<file path="src/rtl/core/swms_pkg.sv">
// ----------------------------------------------------------------------------
// swms_pkg
// Shared types, field widths and width helpers for the sliding window
// mean / standard deviation block.
// ----------------------------------------------------------------------------
package swms_pkg;

  localparam int CH_FIELD_W  = 2;
  localparam int LEN_CFG_W   = 9;
  localparam int MEAN_W      = 24;
  localparam int SD_W        = 24;
  localparam int FILL_W      = 9;
  localparam int FRAC_BITS   = 8;
  localparam logic [LEN_CFG_W-1:0] LEN_RESET = 9'd16;

  // fill count / window length width
  function automatic int len_width(input int mw);
    return $clog2(mw + 1);
  endfunction

  // dividend width of the shared divider: (n*sumsq - sum^2) scaled by 2^16
  function automatic int div_width(input int mw, input int sb);
    return 2 * sb + 2 * len_width(mw) - 1 + 2 * FRAC_BITS;
  endfunction

  // root width for a radicand of div_width bits
  function automatic int root_width(input int mw, input int sb);
    return (div_width(mw, sb) + 1) / 2;
  endfunction

  typedef enum logic [3:0] {
    ST_IDLE,
    ST_READ,
    ST_UPDATE,
    ST_MUL1,
    ST_MUL2,
    ST_DIFF,
    ST_DIV_MEAN,
    ST_MEAN,
    ST_DIV_VAR,
    ST_ROOT_LD,
    ST_ROOT,
    ST_EMIT
  } state_t;

  typedef struct packed {
    logic load;
    logic square;
    logic upd;
    logic mul1;
    logic mul2;
    logic diff;
    logic div_step;
    logic mean_cap;
    logic root_load;
    logic root_step;
    logic emit;
  } dp_cmd_t;

  typedef struct packed {
    logic out_full;
  } dp_sts_t;

endpackage

</file>
<file path="src/rtl/core/swms_ctrl.sv">
// ----------------------------------------------------------------------------
// swms_ctrl
// Sequencer: steps one request through window update, products, two
// divisions and the square root, then hands the result to the output stage.
// ----------------------------------------------------------------------------
module swms_ctrl #(
  parameter int DIV_STEPS  = 65,
  parameter int ROOT_STEPS = 33
) (
  input  logic              clk,
  input  logic              rst,
  input  logic              in_valid,
  output logic              in_ready,
  output swms_pkg::dp_cmd_t cmd,
  input  swms_pkg::dp_sts_t sts
);

  localparam int CW = $clog2(DIV_STEPS + 1);

  swms_pkg::state_t state, state_next;
  logic [CW-1:0]    cnt, cnt_next;
  logic             div_last, root_last;

  assign div_last  = (cnt == CW'(DIV_STEPS - 1));
  assign root_last = (cnt == CW'(ROOT_STEPS - 1));

  always_ff @(posedge clk) begin
    if (rst) begin
      state <= swms_pkg::ST_IDLE;
      cnt   <= '0;
    end else begin
      state <= state_next;
      cnt   <= cnt_next;
    end
  end

  // next state
  always_comb begin
    state_next = state;
    cnt_next   = '0;
    unique case (state)
      swms_pkg::ST_IDLE:     if (in_valid) state_next = swms_pkg::ST_READ;
      swms_pkg::ST_READ:     state_next = swms_pkg::ST_UPDATE;
      swms_pkg::ST_UPDATE:   state_next = swms_pkg::ST_MUL1;
      swms_pkg::ST_MUL1:     state_next = swms_pkg::ST_MUL2;
      swms_pkg::ST_MUL2:     state_next = swms_pkg::ST_DIFF;
      swms_pkg::ST_DIFF:     state_next = swms_pkg::ST_DIV_MEAN;
      swms_pkg::ST_DIV_MEAN: begin
        if (div_last) state_next = swms_pkg::ST_MEAN;
        else cnt_next = cnt + 1'b1;
      end
      swms_pkg::ST_MEAN:     state_next = swms_pkg::ST_DIV_VAR;
      swms_pkg::ST_DIV_VAR: begin
        if (div_last) state_next = swms_pkg::ST_ROOT_LD;
        else cnt_next = cnt + 1'b1;
      end
      swms_pkg::ST_ROOT_LD:  state_next = swms_pkg::ST_ROOT;
      swms_pkg::ST_ROOT: begin
        if (root_last) state_next = swms_pkg::ST_EMIT;
        else cnt_next = cnt + 1'b1;
      end
      swms_pkg::ST_EMIT:     if (!sts.out_full) state_next = swms_pkg::ST_IDLE;
      default:               state_next = swms_pkg::ST_IDLE;
    endcase
  end

  // outputs
  always_comb begin
    cmd      = '0;
    in_ready = 1'b0;
    unique case (state)
      swms_pkg::ST_IDLE: begin
        in_ready = 1'b1;
        cmd.load = in_valid;
      end
      swms_pkg::ST_READ:     cmd.square    = 1'b1;
      swms_pkg::ST_UPDATE:   cmd.upd       = 1'b1;
      swms_pkg::ST_MUL1:     cmd.mul1      = 1'b1;
      swms_pkg::ST_MUL2:     cmd.mul2      = 1'b1;
      swms_pkg::ST_DIFF:     cmd.diff      = 1'b1;
      swms_pkg::ST_DIV_MEAN: cmd.div_step  = 1'b1;
      swms_pkg::ST_MEAN:     cmd.mean_cap  = 1'b1;
      swms_pkg::ST_DIV_VAR:  cmd.div_step  = 1'b1;
      swms_pkg::ST_ROOT_LD:  cmd.root_load = 1'b1;
      swms_pkg::ST_ROOT:     cmd.root_step = 1'b1;
      swms_pkg::ST_EMIT:     cmd.emit      = !sts.out_full;
      default:               cmd           = '0;
    endcase
  end

  a_emit_free: assert property (@(posedge clk) disable iff (rst)
    cmd.emit |-> !sts.out_full)
    else $error("result loaded over a pending one");

  a_div_cnt: assert property (@(posedge clk) disable iff (rst)
    (state == swms_pkg::ST_DIV_MEAN || state == swms_pkg::ST_DIV_VAR)
      |-> cnt <= CW'(DIV_STEPS - 1))
    else $error("divider step count overrun");

  a_root_cnt: assert property (@(posedge clk) disable iff (rst)
    (state == swms_pkg::ST_ROOT) |-> cnt <= CW'(ROOT_STEPS - 1))
    else $error("root step count overrun");

endmodule

</file>
<file path="config.mk">
export PLATFORM = sky130hd
export DESIGN_NAME = swms_ctrl
export DESIGN_NICKNAME = d
export VERILOG_FILES = /design/src/rtl/core/swms_pkg.sv /design/src/rtl/core/swms_ctrl.sv
export SDC_FILE = /design/constraint.sdc
export NUM_CORES = 1
export LEC_CHECK = 0
export BUFFER_PORTS_ARGS = -buffer_cell sky130_fd_sc_hd__buf_2
export CORE_MARGIN = 2
export CORE_UTILIZATION = 45
export DETAILED_ROUTE_END_ITERATION = 10
export GPL_TIMING_DRIVEN = 1
export MAX_ROUTING_LAYER = met4
export PLACE_DENSITY = 0.72
export SKIP_LAST_GASP = 1
export SLEW_MARGIN = 20
export SYNTH_ARGS = -nofsm -noshare
export SYNTH_HDL_FRONTEND = slang
export SYNTH_SLANG_ARGS = --single-unit
</file>
<file path="constraint.sdc">
create_clock -name clk -period 1.8 [get_ports clk]
set_input_delay 0 -clock clk [delete_from_list [all_inputs] [get_ports clk]]
set_output_delay 0 -clock clk [all_outputs]
set_load 0.02 [all_outputs]
</file>
# Word-level counts from Yosys, hierarchy flattened
# Index checks and enable logic that the tools add are counted.
[word_totals] wordCells=46 output_inout_bits=12 register_bits=11
[op_classes] n_mux=21 eq_ne=18 reduce_logical=4 add_sub_neg=1
[op_table] op="case mux 4 bit (12 select lines)" count=1
[op_table] op="2-to-1 mux 4 bit" count=5
[op_table] op="equality test 4 x 3 -> 1 bit (second input constant)" count=4
[op_table] op="equality test 4 bit (second input constant)" count=4
[op_table] op="2-to-1 mux 7 bit" count=2
[op_table] op="case mux 7 bit (2 select lines)" count=1
[op_table] op="2-to-1 mux 1 bit" count=12
[op_table] op="!= test 2 bit (second input constant)" count=5
[op_table] op="equality test 4 x 2 -> 1 bit (second input constant)" count=2
[op_table] op="adder 7 x 1 -> 7 bit (second input constant)" count=1
[op_table] op="equality test 7 x 6 -> 1 bit (second input constant)" count=1
[op_table] op="equality test 7 bit (second input constant)" count=1
[op_table] op="AND reduction 5 bit" count=1
[op_table] op="equality test 4 x 1 -> 1 bit (second input constant)" count=1
[op_table] op="logical NOT 4 bit" count=1
[op_table] op="OR reduction 2 bit" count=1
[op_table] op="logical NOT 1 bit" count=1

# Depth between registers and ports, before layout
# Gate-level depths: netlist of run 1.
[depth] depth_word=3 mapped_depth=6 mapped_depth_nobuf=6

# Worst setup path before layout of run 1
# No wires, ideal clock.
[synth_timing] path_type="register -> register" start="register state[3]" end="register cnt[5]" path_buffers=0 setup_time_ns=0.065 path_stages_with_launch=5 t_arrival_ns=1.747 slack_ns=-0.013 path_cell_list="dfxtp_1 > nor4bb_1 > or4b_4 > o211ai_2 > nor2_1"
[synth_between] elab_chain_cells=3 elab_cells_between_ends=5 cone_classes="3 x eq/ne; 1 x mux; 1 x reduce/logical"
[synth_rtl] item="from (decl)" line_no="swms_ctrl.sv:20" source="swms_pkg::state_t state, state_next;"
[synth_rtl] item="from (signal assigned)" line_no="swms_ctrl.sv:29" source="state <= swms_pkg::ST_IDLE;"
[synth_rtl] item="from (signal assigned)" line_no="swms_ctrl.sv:32" source="state <= state_next;"
[synth_rtl] item="equality test 4 bit or equality test 4 x 3 -> 1 bit (tied branches)" line_no="swms_ctrl.sv:41" source="unique case (state)"
[synth_rtl] item="OR reduction 2 bit (no line)"
[synth_rtl] item="case mux 7 bit (2 select lines) *" line_no="swms_ctrl.sv:41"
[synth_rtl] item="to (signal assigned)" line_no="swms_ctrl.sv:33" source="cnt <= cnt_next;"
[synth_rtl] item="to (decl)" line_no="swms_ctrl.sv:21" source="logic [CW-1:0] cnt, cnt_next;"
# Mark *: on every way between the ends. The rest lies on a longest branch, timed or not.
# A chain may end at the register's enable or synchronous reset.

# Final worst setup path of run 1
[layout_timing] start="register cnt[1]" end="register cnt[5]"
[layout_between] elab_chain_cells=3 elab_cells_between_ends=6 cone_classes="1 x add/sub; 2 x eq/ne; 3 x mux"
[layout_rtl] item="adder 7 x 1 -> 7 bit (tied with other cells)" line_no="swms_ctrl.sv:50, swms_ctrl.sv:55, swms_ctrl.sv:60"
[layout_rtl] item="2-to-1 mux 7 bit (on tied branches)" line_no="swms_ctrl.sv:59, swms_ctrl.sv:49, swms_ctrl.sv:54"
[layout_rtl] item="case mux 7 bit (2 select lines) *" line_no="swms_ctrl.sv:41"
# Marked as above.

==> impl_metrics.py, run 1 <==
metrics = {
    "outcome": {
        "outcome": "finished, violations left",
        "violations": "setup timing",
    },
    "pwr": {
        "internal_power_w": 0.000374,
        "p_total_w": 0.000523,
        "power.share.clock": 0.311,
        "seq_power_share": 0.500,
        "pwr-share-comb": 0.189,
        "ir_drop_mv": 0.463,
        "power_density_nw_per_um2": 632,
        "sw_frac_of_total": 0.284,
        "switchingPower_w": 0.000148,
        "leakagePower_nw": 0.324,
    },
    "clock_tree": {
        "cts_buffer_depth": 2,
        "insertion_delay_ns": 0.27,
        "clk_pin_slew_ns": 0.07,
        "htreeDepth": 1,
        "cts_tree": "built",
        "cts_root_buf": "clkbuf_4",
        "cts_buffers": 3,
        "clock-sinks": 11,
        "post-cts-setup-buffers": 0,
    },
    "place": {
        "place_congestion": 0.719,
        "port_buffers": 15,
        "dp_hpwl_um": 989,
        "place_inst": 111,
        "place_area_sq_um": 767,
    },
    "timing": {
        "setup_slack_ns": -0.0252,
        "setup_viol": 4,
        "tns_ns": -0.0590,
        "fin_crit_sh": 1.01,
        "slew_headroom": 0.715,
        "slew_viol_final": 0,
        "fmax_ghz": 0.548,
        "min_period_ns": 1.83,
        "finalHoldViolCount": 0,
        "skew_ns": 0.00802,
        "tightest_slew_ns": 0.425,
        "rsz0062_at_grt": "yes",
    },
    "route": {
        "totalWireLength_um": 1400,
        "drc": 0,
        "post_drt_via_cell_ratio": 5.22,
        "wl_per_cell_um": 12.1,
        "dr_wl_met3_um": 54,
        "top_layer": "met3",
        "drt-pass1-iter-count": 4,
        "ant_nets": 0,
        "num_vias": 606,
        "drt_iter0_markers": 12,
        "wl_met2_um": 663,
        "wl_met1_um": 683,
    },
    "logic_synthesis": {
        "syn_area_per_cell_sq_um": 8.05,
        "yosysTopAreaCellShare": 0.338,
        "syn_inst": 81,
        "synth_seq_area_share": 0.338,
        "synthDistinctLibCells": 29,
        "async_reset_ff_frac": 0,
        "synth-edff-count": 0,
        "synth.area.top_cells": "dfxtp_1, nor2_1, nor3_1",
        "synthTopCellsByCount": "nor2_1, dfxtp_1, nand2_1",
        "yosys_warnings": 0,
        "synth_area_sq_um": 652,
        "synthFlopType": "dfxtp_1",
        "synth_fp_nets": 87,
        "yosysTopAreaCell": "dfxtp_1",
        "synth_most_common_cell": "nor2_1",
        "ys_seq_elements": 11,
    },
    "setup_path": {
        "worstSetupPathType": "reg -> reg",
        "cp-end-kind": "flop",
        "arrival_ns": 1.98,
        "critical_path_peak_fanout": 5,
        "cp.required_ns": 1.95,
        "worst_setup_path_start_kind": "flop",
    },
    "layout": {
        "nets": 108,
        "final_area_sq_um": 827,
        "diodes": 0,
        "drive_above_1_share": 0.327,
        "stdcell_count": 116,
        "areaGrowthSynthToFinish_pct": 26.9,
    },
    "floorplan": {
        "dieArea_sq_um": 1770,
        "die_y_um": 42.1,
        "core_sq_um": 1330,
        "start_util": 0.489,
        "pin_count": 16,
        "die_x_um": 42.1,
        "rows": 13,
    },
    "global_routing": {
        "grt-ovfl-total": 0,
        "antenna_found_initial": 0,
        "gr-usage-all-layers": 0.166,
        "grt_pass1_wl_um": 2230,
        "grt_start_max_net_pins": 13,
        "grt_pass1_vias": 524,
    },
    "flow_run": {
        "cap_violations": 0,
    },
    "hold_path": {
        "hp-class": "in -> reg",
    },
}
-- stage by stage --
step                       util  hold slack, ns  setup slack, ns
after CTS                 0.610          0.0582          -0.0159
after global placement    0.575           0.235           0.0314
after detailed placement  0.575           0.242          -0.0180
after floorplan               -          0.0719           0.0624
after global routing      0.620          0.0692          -0.0697
final                     0.620          0.0587          -0.0252
-- power by group through the flow --
stage | logic [W] | registers, W | clock network [W]
6_report | 0.0000988 | 0.000261 | 0.000163
5_1_grt | 0.000111 | 0.000263 | 0.000180
4_1_cts | 0.0000991 | 0.000261 | 0.000168
3_5_place_dp | 0.0000969 | 0.000267 | 0
3_3_place_gp | 0.0000964 | 0.000267 | 0
2_1_floorplan | 0.0000687 | 0.000261 | 0
-- layout make-up --
class                           instances  area [sq um]
Fill cell                             119           507
Multi-Input combinational cell         63           433
Sequential cell                        11           223
Timing Repair Buffer                   20           115
Clock buffer                            4          26.3
Tap cell                               15          18.8
Inverter                                3          11.3
-- metal layers --
layer / global-route usage / up-vias
li1: - / 321
met1: 0.218 / 277
met2: 0.241 / 8
met3: 0.0819 / 0
met4: 0.0188 / 0
met5: - / -
-- state kept, by name (all words and copies together), names as in the netlist --
register and flops:
state 4, cnt 7
-- cell usage in the layout (no fill, tap or decap), types with 3 or more instances in the layout --
master    netlist  routed
buf_2           0      15
a21oi_1         3       3
nand2b_1        3       3
clkbuf_4        0       3
xor2_1          3       3
buf_4           0       4
xnor2_1         3       3
nand2_1         8       8
nor3_1          6       6
dfxtp_1        11       9
nor2_1         15      15
-- critical path: stages (launching register included) --
cell and delay, ns:
dfxtp_2 0.34, inv_2 0.06, ha_4 0.11, or4b_4 0.46, or4b_4 0.53, o211ai_4 0.13, nor2_1 0.09
-- worst paths after layout --
path	cells after the start	endpoint	from	slack [ns]
worst max-delay path	6	cnt[5]	cnt[1]	-0.03
worst min-delay path	3	state[0]	sts	0.06
worst max register to register	6	cnt[5]	cnt[1]	-0.03
worst min register to register	2	cnt[0]	cnt[0]	0.53
-- kinds of logic after synthesis --
family | Yosys count | share of synthesized area
compound gates | 11 | 0.136
xor+xnor | 6 | 0.0806
fa+ha+maj | 2 | 0.0384
buf+inv | 7 | 0.0403
flops | 11 | 0.338
simple gates | 44 | 0.367
-- what timing repair did --
action,in CTS,in global routing
hold buffers,1,0
resized for setup,2,5
setup endpoints to repair,3,6
hold endpoints to repair,3,0
pin swaps,0,2
Note: power is estimated with default switching activity, not from simulation.
==> inputs of run 2 (changes only) <==
CELL_PAD_IN_SITES_DETAIL_PLACEMENT = 0   (was default)
CELL_PAD_IN_SITES_GLOBAL_PLACEMENT = 1   (was default)
CORE_ASPECT_RATIO = 1.2   (was default)
CORE_UTILIZATION = 33   (was 45)
PLACE_DENSITY = default   (was 0.72)
PLACE_DENSITY_LB_ADDON = 0.1   (was default)
==> impl_metrics.py, run 2 (same netlist as run 1, synthesis figures left out) <==
metrics = {
    "setup_path": {
        "r2r-end": "cnt[6]",
        "cp-end-kind": "flop",
        "crit_end": "cnt[6]",
        "cp.required_ns": 1.95,
        "r2r_slack_ns": -0.001,
        "reg2regPathDepth": 6,
        "worstSetupPathType": "reg -> reg",
        "arrival_ns": 1.95,
        "worst_setup_path_start_kind": "flop",
        "critical_path_peak_fanout": 5,
        "startpoint": "cnt[1]",
        "rr_startpoint": "cnt[1]",
    },
    "hold_path": {
        "hp-class": "in -> reg",
    },
    "route": {
        "num_vias": 622,
        "ant_nets": 0,
        "drt-pass1-iter-count": 4,
        "drt_iter0_markers": 10,
        "totalWireLength_um": 1430,
        "wl_per_cell_um": 11.8,
        "drc": 0,
        "post_drt_via_cell_ratio": 5.14,
    },
    "pwr": {
        "seq_power_share": 0.499,
        "sw_frac_of_total": 0.286,
        "ir_drop_mv": 0.471,
        "leakagePower_nw": 0.331,
        "switchingPower_w": 0.000150,
        "pwr-share-comb": 0.189,
        "power.share.clock": 0.312,
        "internal_power_w": 0.000375,
        "power_density_nw_per_um2": 622,
    },
    "place": {
        "place_ws_ns": 0.00784,
        "place_area_sq_um": 779,
        "port_buffers": 15,
        "place_congestion": 0.682,
        "dp_hpwl_um": 1080,
        "place_inst": 116,
    },
    "clock_tree": {
        "clock-sinks": 11,
        "cts_root_buf": "clkbuf_4",
        "clk_pin_slew_ns": 0.06,
        "cts_buffers": 3,
        "htreeDepth": 1,
        "cts_buffer_depth": 2,
        "post-cts-setup-buffers": 0,
        "insertion_delay_ns": 0.27,
        "cts_tree": "built",
    },
    "global_routing": {
        "grt_start_max_net_pins": 13,
        "antenna_found_initial": 0,
        "grt_pass1_vias": 575,
        "gr-usage-all-layers": 0.140,
        "grt-ovfl-total": 0,
        "grt_pass1_wl_um": 2300,
    },
    "layout": {
        "stdcell_count": 121,
        "areaGrowthSynthToFinish_pct": 29.4,
        "final_area_sq_um": 843,
        "layout_common_cells": "nor2_1, buf_2, dfxtp_1, nand2_1, nor3_1",
        "largest_reg_flops": 7,
        "regMostFlops": "cnt",
        "nets": 109,
        "diodes": 0,
        "nFillCells": 199,
        "drive_above_1_share": 0.343,
        "finalCoreUtilization": 0.456,
        "largestRegisters": "cnt x7, state x4",
    },
    "timing": {
        "min_period_ns": 1.80,
        "slew_viol_final": 0,
        "fin_crit_sh": 1.00,
        "tightest_slew_ns": 0.392,
        "setup_slack_ns": -0.00127,
        "finalHoldViolCount": 0,
        "setup_viol": 1,
        "worst_hold_slack_ns": 0.0737,
        "rsz0062_at_grt": "yes",
        "slew_headroom": 0.738,
        "skew_ns": 0.00303,
        "fmax_ghz": 0.555,
    },
    "floorplan": {
        "die_x_um": 44.6,
        "rows": 17,
        "die_y_um": 52.7,
        "dieArea_sq_um": 2350,
        "start_util": 0.352,
        "pin_count": 16,
        "core_sq_um": 1850,
    },
    "flow_run": {
        "cap_violations": 0,
    },
    "outcome": {
        "violations": "setup timing",
        "outcome": "finished, violations left",
    },
}
[run 2: metal layers]
layer	vias to the layer above	global-route usage	wire length [um]
met4	0	0.0909	25
met3	4	0.0310	74
met1	279	0.143	611
li1	324	-	-
met2	15	0.237	714
met5	-	-	0
[run 2: power by group through the flow]
stage | clock [W] | sequential [W] | combinational [W]
2_1_floorplan | 0 | 0.000261 | 0.0000687
3_3_place_gp | 0 | 0.000267 | 0.0000975
3_5_place_dp | 0 | 0.000267 | 0.0000972
4_1_cts | 0.000168 | 0.000261 | 0.0000991
5_1_grt | 0.000185 | 0.000263 | 0.000108
6_report | 0.000164 | 0.000262 | 0.0000993
[run 2: worst min path at each step]
| stage | startpoint | end | slack [ns] | cells after the start |
|---|---|---|---|---|
| after global routing | sts | state[0] | 0.08 | 3 |
| after CTS | sts | state[0] | 0.08 | 3 |
| final | sts | state[0] | 0.07 | 3 |
| after global placement | rst | state[3] | 0.24 | 2 |
| after detailed placement | rst | state[3] | 0.25 | 2 |
| after floorplan | rst | state[3] | 0.07 | 1 |
[run 2: metrics by stage]
step,total power [W],TNS (ns)
2_1_floorplan,0.000330,0
3_3_place_gp,0.000365,0
3_5_place_dp,0.000364,0
4_1_cts,0.000528,-0.00518
5_1_grt,0.000556,-0.288
6_report,0.000525,-0.00127
[run 2: timing repair]
item	4_1_cts	5_1_grt
hold buffers	1	0
setup endpoints to repair	2	7
gates resized for setup	1	7
hold endpoints to repair	3	0
pin swaps	0	1
[run 2: final cells by class]
type,instances,area [sq um],share of cell area
repair buffers,21,123,0.145
inverters,3,11.3,0.0134
clock buffers,4,26.3,0.0312
multi-input cells,63,437,0.518
well taps,19,23.8,0.0282
flip-flops and latches,11,223,0.264
[run 2: worst max-delay path, stage by stage (launching register included)]
cell	delay, ns
dfxtp_2	0.33
inv_2	0.06
ha_4	0.11
or4b_4	0.45
or4b_4	0.53
o211ai_4	0.13
nor2_1	0.08
==> inputs of run 3 (changes only) <==
PLACE_DENSITY = 0.72   (was default)
PLACE_DENSITY_LB_ADDON = default   (was 0.1)
==> impl_metrics.py, run 3 (same netlist as run 1, synthesis figures left out) <==
metrics = {
    "pwr": {
        "power.share.clock": 0.316,
        "p_total_w": 0.000528,
        "power_density_nw_per_um2": 624,
        "ir_drop_mv": 0.377,
        "seq_power_share": 0.494,
        "pwr-share-comb": 0.190,
        "internal_power_w": 0.000375,
        "sw_frac_of_total": 0.290,
        "switchingPower_w": 0.000153,
        "leakagePower_nw": 0.340,
    },
    "setup_path": {
        "cp-end-kind": "flop",
        "cp.required_ns": 2.00,
        "worst_setup_path_start_kind": "flop",
        "arrival_ns": 1.98,
        "worstSetupPathType": "reg -> reg",
        "critical_path_peak_fanout": 2,
    },
    "timing": {
        "rsz0062_at_grt": "yes",
        "skew_ns": 0.00577,
        "fin_crit_sh": 0.986,
        "setup_slack_ns": 0.0254,
        "slew_viol_final": 0,
        "fmax_ghz": 0.564,
        "setup_viol": 0,
        "min_period_ns": 1.77,
        "slew_headroom": 0.735,
        "finalHoldViolCount": 0,
        "tightest_slew_ns": 0.397,
        "tns_ns": 0,
    },
    "layout": {
        "largestRegisters": "cnt x7, state x4",
        "nets": 111,
        "nFillCells": 190,
        "layout_common_cells": "nor2_1, buf_2, dfxtp_1, nand2_1, buf_4",
        "regMostFlops": "cnt",
        "largest_reg_flops": 7,
        "stdcell_count": 123,
        "diodes": 0,
        "finalCoreUtilization": 0.457,
        "drive_above_1_share": 0.346,
        "areaGrowthSynthToFinish_pct": 29.8,
    },
    "hold_path": {
        "hp-class": "in -> reg",
    },
    "floorplan": {
        "pin_count": 16,
        "die_x_um": 44.6,
        "die_y_um": 52.7,
        "core_sq_um": 1850,
        "rows": 17,
        "dieArea_sq_um": 2350,
        "start_util": 0.352,
    },
    "clock_tree": {
        "clk_pin_slew_ns": 0.07,
        "cts_root_buf": "clkbuf_4",
        "cts_buffers": 3,
        "insertion_delay_ns": 0.27,
        "cts_tree": "built",
        "cts_buffer_depth": 2,
        "htreeDepth": 1,
        "clock-sinks": 11,
    },
    "global_routing": {
        "grt-ovfl-total": 0,
        "antenna_found_initial": 0,
        "grt_pass1_vias": 592,
        "grt_pass1_wl_um": 2450,
        "grt_start_max_net_pins": 14,
        "gr-usage-all-layers": 0.145,
    },
    "place": {
        "dp_hpwl_um": 1130,
        "port_buffers": 15,
        "place_congestion": 0.800,
        "place_ws_ns": -0.0106,
        "place_inst": 116,
    },
    "route": {
        "ant_nets": 0,
        "drt_iter0_markers": 8,
        "drt-pass1-iter-count": 2,
        "wl_per_cell_um": 12.0,
        "post_drt_via_cell_ratio": 5.18,
        "num_vias": 637,
        "drc": 0,
        "totalWireLength_um": 1480,
    },
    "outcome": {
        "outcome": "complete, no violations",
    },
    "flow_run": {
        "cap_violations": 0,
    },
}
## run 3: cell types whose count changed in the layout (fill, tap and decap cells not counted)
cell | previous run | this run
buf_4 | 5 | 7
ha_1 | 1 | 2
ha_4 | 1 | 0
## run 3: final timing paths
check                           startpoint  endpoint  slack (ns)  cells after the start
worst max register to register      cnt[0]  state[0]        0.03                      6
worst max-delay path                cnt[0]  state[0]        0.03                      6
worst min-delay path                   sts  state[0]        0.08                      3
worst min register to register      cnt[0]    cnt[0]        0.51                      2
## run 3: metal layers
metal,routed length [um],vias up,share of wire,global-route usage
met5,0,-,0,-
met4,20,0,0.014,0.0606
met3,43,2,0.029,0.0207
met2,792,10,0.54,0.261
met1,618,295,0.42,0.156
li1,-,330,-,-
## run 3: per-stage QoR
step / hold WS (ns) / instance area [sq um]
after floorplan: 0.0719 / 658
after global placement: 0.250 / 779
final: 0.0777 / 846
after CTS: 0.0791 / 833
after detailed placement: 0.246 / 779
after global routing: 0.0909 / 846
## run 3: critical path: stages (launching register included)
cell and delay (ns):
dfxtp_2 0.32, inv_2 0.04, ha_1 0.12, or4b_4 0.45, or4b_4 0.52, buf_4 0.15, a31oi_2 0.10
## run 3: power groups by stage
stage	combinational, W	clock [W]	sequential (W)
2_1_floorplan	0.0000687	0	0.000261
3_3_place_gp	0.0000987	0	0.000267
3_5_place_dp	0.0000994	0	0.000266
4_1_cts	0.000101	0.000174	0.000261
5_1_grt	0.000111	0.000186	0.000263
6_report	0.000100	0.000167	0.000261
## run 3: area by class of cell
type | instances | area (sq um) | area share
tap | 19 | 23.8 | 0.0281
timing repair buffer | 23 | 138 | 0.163
sequential | 11 | 223 | 0.263
multi-input combinational | 63 | 424 | 0.501
clock buffer | 4 | 26.3 | 0.0311
inverter | 3 | 11.3 | 0.0133
## run 3: what timing repair did
action                                 4_1_cts  5_1_grt
setup endpoints to repair                    5        7
pin swaps                                    0        3
setup buffers                                1        1
hold buffers                                 1        0
endpoints found under the hold margin        3        0
gates resized for setup                      2        4
